<file path="config.mk">
export PLATFORM = sky130hd
export DESIGN_NAME = rsi_apb
export DESIGN_NICKNAME = d
export VERILOG_FILES = /design/src/rtl/core/rsi_pkg.sv /design/src/rtl/core/rsi_apb.sv
export SDC_FILE = /design/constraint.sdc
export NUM_CORES = 1
export LEC_CHECK = 0
export ABC_AREA = 1
export BUFFER_PORTS_ARGS = -buffer_cell sky130_fd_sc_hd__buf_2
export CAP_MARGIN = 20
export CORE_AREA = 5 5 46 48
export CTS_CLUSTER_SIZE = 28
export DETAILED_ROUTE_END_ITERATION = 8
export DIE_AREA = 0 0 51 53
export PLACE_DENSITY = 0.92
export SETUP_SLACK_MARGIN = 0.4
export SKIP_CTS_REPAIR_TIMING = 1
export SYNTH_ARGS = -nofsm -noshare
export SYNTH_HDL_FRONTEND = slang
export SYNTH_SLANG_ARGS = --single-unit
</file>
<file path="constraint.sdc">
create_clock -name clk -period 1.7 [get_ports clk]
set_input_delay 0.085 -clock clk [delete_from_list [all_inputs] [get_ports clk]]
set_output_delay 0.085 -clock clk [all_outputs]
set_load 0.005 [all_outputs]
</file>
<file path="src/rtl/core/rsi_pkg.sv">
package rsi_pkg;

  localparam int NUM_REGS_DEF    = 256;
  localparam int COUNT_WIDTH_DEF = 40;

  localparam int REG_IDX_W = 8;
  localparam int LAT_W     = 4;
  localparam int ISSUE_W   = 4;
  localparam int OUT_W     = 40;

  localparam int APB_DATA_W = 32;
  localparam int APB_ADDR_W = 3;
  localparam int CFG_IDX_W  = 1;

  localparam logic [CFG_IDX_W-1:0] REG_LOAD_LATENCY = 1'b0;
  localparam logic [LAT_W-1:0]     LOAD_LAT_RESET   = 4'd1;
  localparam logic [ISSUE_W-1:0]   ISSUE_MAX        = 4'd15;

  typedef struct packed {
    logic                 src1_valid;
    logic [REG_IDX_W-1:0] src1_reg;
    logic                 src2_valid;
    logic [REG_IDX_W-1:0] src2_reg;
    logic                 dst_valid;
    logic [REG_IDX_W-1:0] dst_reg;
    logic                 is_load;
    logic                 first_micro_op;
  } op_t;

  typedef struct packed {
    logic [ISSUE_W-1:0] issue_cycles;
    logic [OUT_W-1:0]   total_cycles;
    logic [OUT_W-1:0]   micro_op_count;
    logic [OUT_W-1:0]   macro_op_count;
  } result_t;

endpackage

</file>
<file path="src/rtl/core/rsi_apb.sv">
module rsi_apb (
  input  logic                             clk,
  input  logic                             rst,
  input  logic                             psel,
  input  logic                             penable,
  input  logic                             pwrite,
  input  logic [rsi_pkg::APB_ADDR_W-1:0]   paddr,
  input  logic [rsi_pkg::APB_DATA_W-1:0]   pwdata,
  output logic [rsi_pkg::APB_DATA_W-1:0]   prdata,
  output logic                             pready,
  output logic [rsi_pkg::LAT_W-1:0]        load_latency
);

  logic [rsi_pkg::CFG_IDX_W-1:0] reg_idx;
  logic                          wr_en;

  assign reg_idx = paddr[rsi_pkg::APB_ADDR_W-1:2];
  assign pready  = 1'b1;
  assign wr_en   = psel & penable & pwrite & pready;

  always_ff @(posedge clk) begin
    if (rst) begin
      load_latency <= rsi_pkg::LOAD_LAT_RESET;
    end else if (wr_en && reg_idx == rsi_pkg::REG_LOAD_LATENCY) begin
      load_latency <= pwdata[rsi_pkg::LAT_W-1:0];
    end
  end

  always_comb begin
    case (reg_idx)
      rsi_pkg::REG_LOAD_LATENCY: prdata = rsi_pkg::APB_DATA_W'(load_latency);
      default:                   prdata = '0;
    endcase
  end

endmodule

</file>
==> results.txt, run 1 <==
delay of the slowest critical-path stage: 0.34 ns
CTS tree: yes
crit end category: primary output
# setup viols final: 0
aggregate routed wire length: 821 um
Post-Syn Area: 459.2 um2
Core ar.: 0.001670 mm2
Max Clk Rate: 1106 MHz
Clk pin slew, worst setup/hold paths: 0.04 ns
register area: 80.08 um2
max-cap viol count: 0
Slowest-stage cell, CP: dfxtp_1
buffers plus inverters on the worst setup path: 2
Nets: 129
Static Leak: 0.3106 nW
CP Cell Sequence: inv_1 > nor2_1 > buf_2
Max clock buf depth: 2
XOR/XNOR Fraction of Synth Area: 0%
largest family of logic cells by synthesized area: buffers and inverters
worst r2r src: load_latency[1]$_SDFFE_PP0P_
initial antenna violation count: 0
Initial Util: 27.49%
vias in the first global route: 307
commonest non-fill, non-tap cells in the layout: conb_1, buf_2, inv_1, nor2_1
Hold Path Class: input port to flip-flop
top flop regs: load_latency x4
clock period minus worst slack: 0.9042 ns
area of the multi-input gates: 221.5 um2
synthesized instance count: 69
pwr/cell area: 579.6 mW/mm2
clk_lat worst skew: 0.23 ns
Reg2Reg Depth: 2
crit path launch type: flip-flop
post-synthesis sequential area ratio: 17.44%
Final ANT Viol Nets: 0
Row Count: 15
Final GP Congestion: 0.6872
drc violations: 0
CP delay by family, top: flip-flops
number of port buffers: 17
CTS H-tree depth: 1
RSZ-0062 raised after global routing: false
Avg WL per Cell: 7.894 um
number of cells on the worst hold path: 3
final hold vios: 0
Slew Limit Fails: 0
Syn Area/Cell: 6.655 um2
fillers: 200
most common cell after layout, fill and taps aside: conb_1
number of synthesized register bits: 4
global-route wire length before repair: 1124 um
total power draw: 0.2734 mW
dpl ws: 1.014 ns
Die X: 51 um
TNS Setup: 0 ns
Diodes inserted: 0
Die ar.: 0.002703 mm2
adder-cell share of the synthesized area: 0%
critical path depth in cells: 3
Yosys warning total: 0
simple-gate share of the synthesized area: 23.43%
final worst path period share: 53.19%
CP Data Arrival Time: 0.82 ns
Reg with most FFs: load_latency
vias post-DR: 349
clk root buf: clkbuf_4
number of I/O pins: 77
# clock sinks: 4
status: finished, final reports clean
min-delay src: pwdata[0]
library cells used by synthesis: 13
area grow syn2layout: 2.725%
final setup margin: 0.7958 ns
crit path from: load_latency[3]$_SDFFE_PP0P_
largest net degree at the start of global routing: 7
critical path class: flip-flop to primary output
Post-DP HPWL: 758 um
total CTS buffers: 3
initial DRC count: 1
Largest register FFs: 4
compound-cell area share of the yosys netlist: 1.090%
mean number of vias per cell: 3.356
mux share of post-synthesis cell area: 0%
maximum VDD drop: 0.1670 mV
share of cells above drive strength 1: 28.74%
CP Max Fanout: 3
worst path required time: 1.62 ns
Clock Skew: 0 ns
first drt pass iteration count: 2
die height: 53 um
Congestion Overflow GR: 0
Tot GR Track Use: 6.127%
-- tightest hold or removal path, cell delays in order --
cell and delay [ns]:
buf_2 0.08, nand2_1 0.04, nand3_1 0.06
-- logic make-up after synthesis --
group / Yosys count
other cells: 2
simple gates: 22
compound gates: 1
flops: 4
buf+inv: 40
-- cell usage after synthesis --
cell type,instances,area share (%)
nand3_1,4,4.4
nor2_1,10,8.2
nor2_2,1,1.4
nand2_2,1,1.4
conb_1,2,1.6
nand2_4,1,2.5
nand2_1,4,3.3
inv_2,1,0.82
dfxtp_1,4,17
nor2_4,1,2.5
o21ai_0,1,1.1
buf_4,29,47
inv_1,10,8.2
-- final timing paths --
check	slack [ns]	end
worst max-delay path	0.80	prdata[3]
worst min-delay path	0.06	load_latency[0]$_SDFFE_PP1P_
worst max register to register	1.12	load_latency[1]$_SDFFE_PP0P_
worst min register to register	0.49	load_latency[0]$_SDFFE_PP1P_
-- cell type report --
type	instances	area share, %
clock buffer	3	4.775
multi-input combinational	52	46.95
sequential	4	16.98
inverter	11	8.753
tap	17	4.509
timing repair buffer	17	18.04
-- report_power, final --
part	internal (mW)	switching, mW	leakage [nW]	total, mW
Clock	0.0788	0.0372	0.0138	0.116
Sequential	0.0978	0.00218	0.0326	0.100
Combinational	0.0193	0.0381	0.264	0.0574
-- per-layer routing --
metal  up-vias  wire, um  global-route usage [%]
met3         4       115                   1.127
met2        30       381                   8.798
li1        179         -                       -
met4         0        53                   10.76
met5         -         0                       0
met1       136       269                   5.714
-- metrics by stage --
stage / std cells / cell area, um2 / util (%) / hold slack (ns)
finish: 104 / 471.7 / 28.24 / 0.06076
CTS: 104 / 471.7 / 28.24 / 0.05631
global placement: 101 / 449.2 / 26.89 / 0.3035
global route: 104 / 471.7 / 28.24 / 0.06592
floorplan: 96 / 560.5 / - / 0.2011
detailed placement: 101 / 449.2 / 26.89 / 0.3035
No activity file was read; power rests on OpenSTA's default activity.
==> run 2, diff against run 1 <==
- ABC_AREA: 1 -> 0
- CORE_AREA: 5 5 46 48 -> 5 5 48 50
- DIE_AREA: 0 0 51 53 -> 0 0 53 55
- PLACE_DENSITY: 0.92 -> 0.84
- clock period: 1.7 -> 0.92 ns (I/O delays scaled with it)
==> run 2 against run 1 <==
Effect of this change:
- clock power up 94%
- non-clock buffer count up 2
- global-route usage down 0.29 points
- largest cell class unchanged
- highest routed layer is now met3
==> results.txt, run 2 <==
Seq pwr share: 36.5% (about the same)
initial DRC count: 0 (-1)
Int Power: 0.3647 mW (+86%)
Die ar.: 0.002915 mm2 (+7.8%)
cell count after placement: 95 (-5.9%)
CP Data Arrival Time: 0.86 ns (+0.04 ns)
Initial Util: 23.99% (-3.5 points)
post-synth top area share: 48.74% (+1.3 points)
die height: 55 um (+3.8%)
final hold vios: 0 (unchanged)
post-synthesis cell type with the largest combined area: buf_4
CTS tree: yes
critical path class: flip-flop to primary output
cell with the most instances after synthesis: buf_4
global-route wire length before repair: 1097 um (-2.4%)
Largest register FFs: 4 (unchanged)
synthesized instance count: 53 (-23%)
aggregate routed wire length: 901 um (+9.7%)
Slew Limit Fails: 0 (unchanged)
# clock sinks: 4 (unchanged)
Max Clk Rate: 1101 MHz
top cells by count, synth: buf_4, nand2b_1, and2b_2, dfxtp_1, mux2i_1
Post-DP HPWL: 728.2 um (-3.9%)
crit end category: primary output
CP Max Fanout: 3 (unchanged)
Avg WL per Cell: 9.101 um (+15%)
Nets: 114 (-12%)
Max clock buf depth: 2 (unchanged)
vias in the first global route: 245 (-20%)
largest net degree at the start of global routing: 9 (+2)
worst path required time: 0.87 ns (-0.75 ns)
Syn Area/Cell: 8.428 um2 (+27%)
Yosys warning total: 0 (unchanged)
number of synthesized register bits: 4 (unchanged)
Async S/R FF share, synth: 0% (unchanged)
maximum VDD drop: 0.5349 mV (+220%)
mean number of vias per cell: 2.960 (-12%)
Hold Path Class: input port to flip-flop
RSZ-0062 raised after global routing: true
most common cell after layout, fill and taps aside: conb_1
pwr/cell area: 1004 mW/mm2 (+73%)
Clock Skew: 0 ns (unchanged)
Sw Share: 26.70% (-1.6 points)
status: finished, final reports clean
number of I/O pins: 77 (unchanged)
switching power total: 0.1329 mW (+72%)
Post-Syn Area: 446.7 um2 (-2.7%)
Congestion Overflow GR: 0 (unchanged)
library cells used by synthesis: 9 (-4)
Diodes inserted: 0 (unchanged)
post-synthesis sequential area ratio: 17.93% (+0.49 points)
clock power share: 45.2% (+2.8 points)
Clk pin slew, worst setup/hold paths: 0.04 ns (about the same)
# setup viols final: 0 (unchanged)
hold slack: 0.06081 ns (+0.00004780 ns)
ys flop type: dfxtp_1
Row Count: 16 (+1)
first drt pass iteration count: 1 (-1)
vias post-DR: 293 (-16%)
Placed Area: 445.4 um2 (-0.84%)
drc violations: 0 (unchanged)
clk root buf: clkbuf_4
Post-Layout Cell Count: 99 (-4.8%)
CTS H-tree depth: 1 (unchanged)
synth top area cells: buf_4, dfxtp_1, mux2i_1
commonest non-fill, non-tap cells in the layout: conb_1, buf_2, nand2b_1
Post-synth EDFFs: 0 (unchanged)
initial antenna violation count: 0 (unchanged)
Logic pwr share: 18.3% (-2.7 points)
total CTS buffers: 3 (unchanged)
share of cells above drive strength 1: 44.44% (+16 points)
Die X: 53 um (+3.9%)
clk_lat worst skew: 0.24 ns (about the same)
Final ANT Viol Nets: 0 (unchanged)
Reg with most FFs: load_latency
Tot GR Track Use: 5.836% (-0.29 points)
Final GP Congestion: 0.6225 (-9.4%)
final worst path period share: 98.70%
max-cap viol count: 0 (unchanged)
clock period minus worst slack: 0.9080 ns
top flop regs: load_latency x4
Core ar.: 0.001862 mm2 (+11%)
post-layout instance area: 495.5 um2 (+5.0%)
crit path launch type: flip-flop
number of port buffers: 17 (unchanged)
area grow syn2layout: 10.92%
Static Leak: 0.2833 nW (-8.8%)
[run 2: logic make-up after synthesis]
logic type    share of synthesized area [%]
simple gates                          20.17
other cells                           1.681
buf+inv                               51.26
flops                                 17.93
mux                                   8.964
[run 2: stage by stage]
step | worst slack (ns) | TNS, ns | util (%) | power [mW]
after floorplan | 0.3017 | 0 | - | 0.3225
after global placement | 0.1092 | 0 | 23.92 | 0.2652
after detailed placement | 0.08314 | 0 | 23.92 | 0.2659
after CTS | -0.008677 | -0.008677 | 25.13 | 0.4999
after global routing | -0.02261 | -0.06449 | 26.61 | 0.5407
final | 0.01199 | 0 | 26.61 | 0.4976
[run 2: final timing paths]
path         slack, ns                           end                          from  cells past startpoint
max               0.01                     prdata[0]  load_latency[0]$_SDFFE_PP1P_                      2
min               0.06  load_latency[3]$_SDFFE_PP0P_                     pwdata[3]                      3
max reg2reg       0.25  load_latency[1]$_SDFFE_PP0P_  load_latency[1]$_SDFFE_PP0P_                      3
min reg2reg       0.48  load_latency[2]$_SDFFE_PP0P_  load_latency[2]$_SDFFE_PP0P_                      2
[run 2: cell type report]
class                      count  area [um2]
clock buffer                   3       22.52
fill                         211        1366
multi-input combinational     46       247.7
sequential                     4       85.08
tap                           27       33.78
timing repair buffer          19       106.4
[run 2: layer usage]
layer	GRT usage [%]	part of all wire [%]	up-vias	routed length, um
li1	-	-	142	-
met1	4.960	28	131	255
met2	9.504	58	20	524
met3	6.166	13	0	121
met4	1.277	0	0	0
met5	0	0	-	0
[run 2: worst max-delay path, stage by stage (launching register included)]
cell and delay [ns]:
dfxtp_2 0.32, and2b_2 0.18, buf_2 0.12
[run 2: power groups by stage]
stage | registers [mW] | clock network [mW] | logic, mW
final | 0.182 | 0.225 | 0.0910
after floorplan | 0.184 | 0 | 0.139
after global placement | 0.184 | 0 | 0.0815
after detailed placement | 0.184 | 0 | 0.0821
after global routing | 0.182 | 0.253 | 0.106
after CTS | 0.181 | 0.237 | 0.0824
==> run 3, diff against run 2 <==
- CORE_AREA: 5 5 48 50 -> 5 5 47 49
- CTS_BUF_LIST: default -> sky130_fd_sc_hd__clkbuf_8
- DIE_AREA: 0 0 53 55 -> 0 0 52 54
- PLACE_DENSITY: 0.84 -> 0.88
==> run 3 against run 2 <==
Effect of this change:
- global-route usage shrank 0.29 points
- count of clock-buffer cells in the layout is the same
- clock skew is the same
- sequential share of layout area shrank 1.8 points
- largest power group unchanged
==> results.txt, run 3 (synthesis gave the netlist of run 2 again) <==
status: finished, final reports clean
CP Data Arrival Time: 0.84 ns (-0.02 ns)
Final GP Congestion: 0.6100 (-2.0%)
hold slack: 0.08414 ns (+0.02333 ns)
Post-DP HPWL: 709 um (-2.6%)
RSZ-0062 raised after global routing: true
largest net degree at the start of global routing: 9 (unchanged)
CP Max Fanout: 3 (unchanged)
first drt pass iteration count: 4 (+3)
total CTS buffers: 3 (unchanged)
area of the multi-input gates: 247.7 um2 (unchanged)
Largest register FFs: 4 (unchanged)
CTS H-tree depth: 1 (unchanged)
top flop regs: load_latency x4
Tot GR Track Use: 5.549% (-0.29 points)
fillers: 203 (-3.8%)
cell count after placement: 94 (-1.1%)
mean number of vias per cell: 3.050 (+3.1%)
crit end category: primary output
vias post-DR: 305 (+4.1%)
final setup margin: 0.03501 ns (+0.02302 ns)
pwr/cell area: 1190 mW/mm2 (+19%)
Max clock buf depth: 2 (unchanged)
most common cell after layout, fill and taps aside: conb_1
Nets: 115 (+0.88%)
Clk pin slew, worst setup/hold paths: 0.03 ns (about the same)
Final ANT Viol Nets: 0 (unchanged)
Slowest-stage cell, CP: dfxtp_2
Row Count: 16 (unchanged)
clock period minus worst slack: 0.8850 ns (-0.02302 ns)
Congestion Overflow GR: 0 (unchanged)
register area: 85.08 um2 (unchanged)
final hold vios: 0 (unchanged)
Hold Path Class: input port to flip-flop
Max Clk Rate: 1130 MHz (+2.6%)
max-cap viol count: 0 (unchanged)
Slew Limit Fails: 0 (unchanged)
commonest non-fill, non-tap cells in the layout: conb_1, buf_2, buf_6
CTS tree: yes
worst path required time: 0.87 ns (about the same)
crit path launch type: flip-flop
aggregate routed wire length: 867 um (-3.8%)
final worst path period share: 96.19% (-2.5 points)
# clock sinks: 4 (unchanged)
maximum VDD drop: 0.4637 mV (-13%)
initial antenna violation count: 0 (unchanged)
Post-Layout Cell Count: 100 (+1.0%)
Clock Skew: 0 ns (unchanged)
post-layout instance area: 551.8 um2 (+11%)
share of cells above drive strength 1: 45.21% (+0.76 points)
Placed Area: 437.9 um2 (-1.7%)
Static Leak: 0.3027 nW (+6.8%)
total power draw: 0.6567 mW (+32%)
Die ar.: 0.002808 mm2 (-3.7%)
Core ar.: 0.001822 mm2 (-2.2%)
critical path class: flip-flop to primary output
Initial Util: 24.52% (+0.53 points)
final core occ: 30.29% (+3.7 points)
delay of the slowest critical-path stage: 0.32 ns (about the same)
Reg with most FFs: load_latency
CP Cell Sequence: and2b_2 > buf_6
dpl ws: 0.04572 ns (-0.03742 ns)
die height: 54 um (-1.8%)
# setup viols final: 0 (unchanged)
drc violations: 0 (unchanged)
number of port buffers: 17 (unchanged)
vias in the first global route: 238 (-2.9%)
clk_lat worst skew: 0.22 ns (-0.02 ns)
number of I/O pins: 77 (unchanged)
TNS Setup: 0 ns (unchanged)
clk root buf: clkbuf_8
global-route wire length before repair: 1007 um (-8.2%)
Avg WL per Cell: 8.670 um (-4.7%)
Diodes inserted: 0 (unchanged)
area grow syn2layout: 23.53%
initial DRC count: 1 (+1)
Die X: 52 um (-1.9%)
[run 3: cell types whose count changed in the layout (fill, tap and decap cells not counted)]
cell,previous run,this run
clkbuf_8,0,3
buf_6,1,7
clkbuf_4,3,0
buf_2,16,13
buf_4,2,0
[run 3: worst max-delay path, delay by kind of cell (launching register included)]
family,cells,cell delay (ns)
flip-flops,1,0.32
AND/OR/NAND/NOR,1,0.19
buffers and inverters,1,0.11
[run 3: power breakdown]
group,switching [mW],leakage (nW),internal (mW)
sequential,0.00256,0.0334,0.179
combinational,0.0527,0.248,0.0456
clock,0.0971,0.0216,0.280
[run 3: routing by layer]
metal,track usage [%],vias to the layer above,wire length [um]
met5,0,-,0
met4,3.930,0,0
met3,5.263,0,140
met2,8.787,21,525
met1,4.235,139,202
li1,-,145,-
[run 3: layout make-up]
type / count / share of cell area [%]
multi-input combinational: 46 / 44.90
timing repair buffer: 20 / 26.08
sequential: 4 / 15.42
clock buffer: 3 / 7.483
tap: 27 / 6.122
[run 3: worst paths after layout]
kind | slack, ns | to | start | cells past startpoint
hold reg to reg | 0.50 | load_latency[0]$_SDFFE_PP1P_ | load_latency[0]$_SDFFE_PP1P_ | 2
setup / recovery | 0.04 | prdata[1] | load_latency[1]$_SDFFE_PP0P_ | 2
hold / removal | 0.08 | load_latency[0]$_SDFFE_PP1P_ | pwdata[0] | 3
setup reg to reg | 0.21 | load_latency[2]$_SDFFE_PP0P_ | load_latency[2]$_SDFFE_PP0P_ | 3
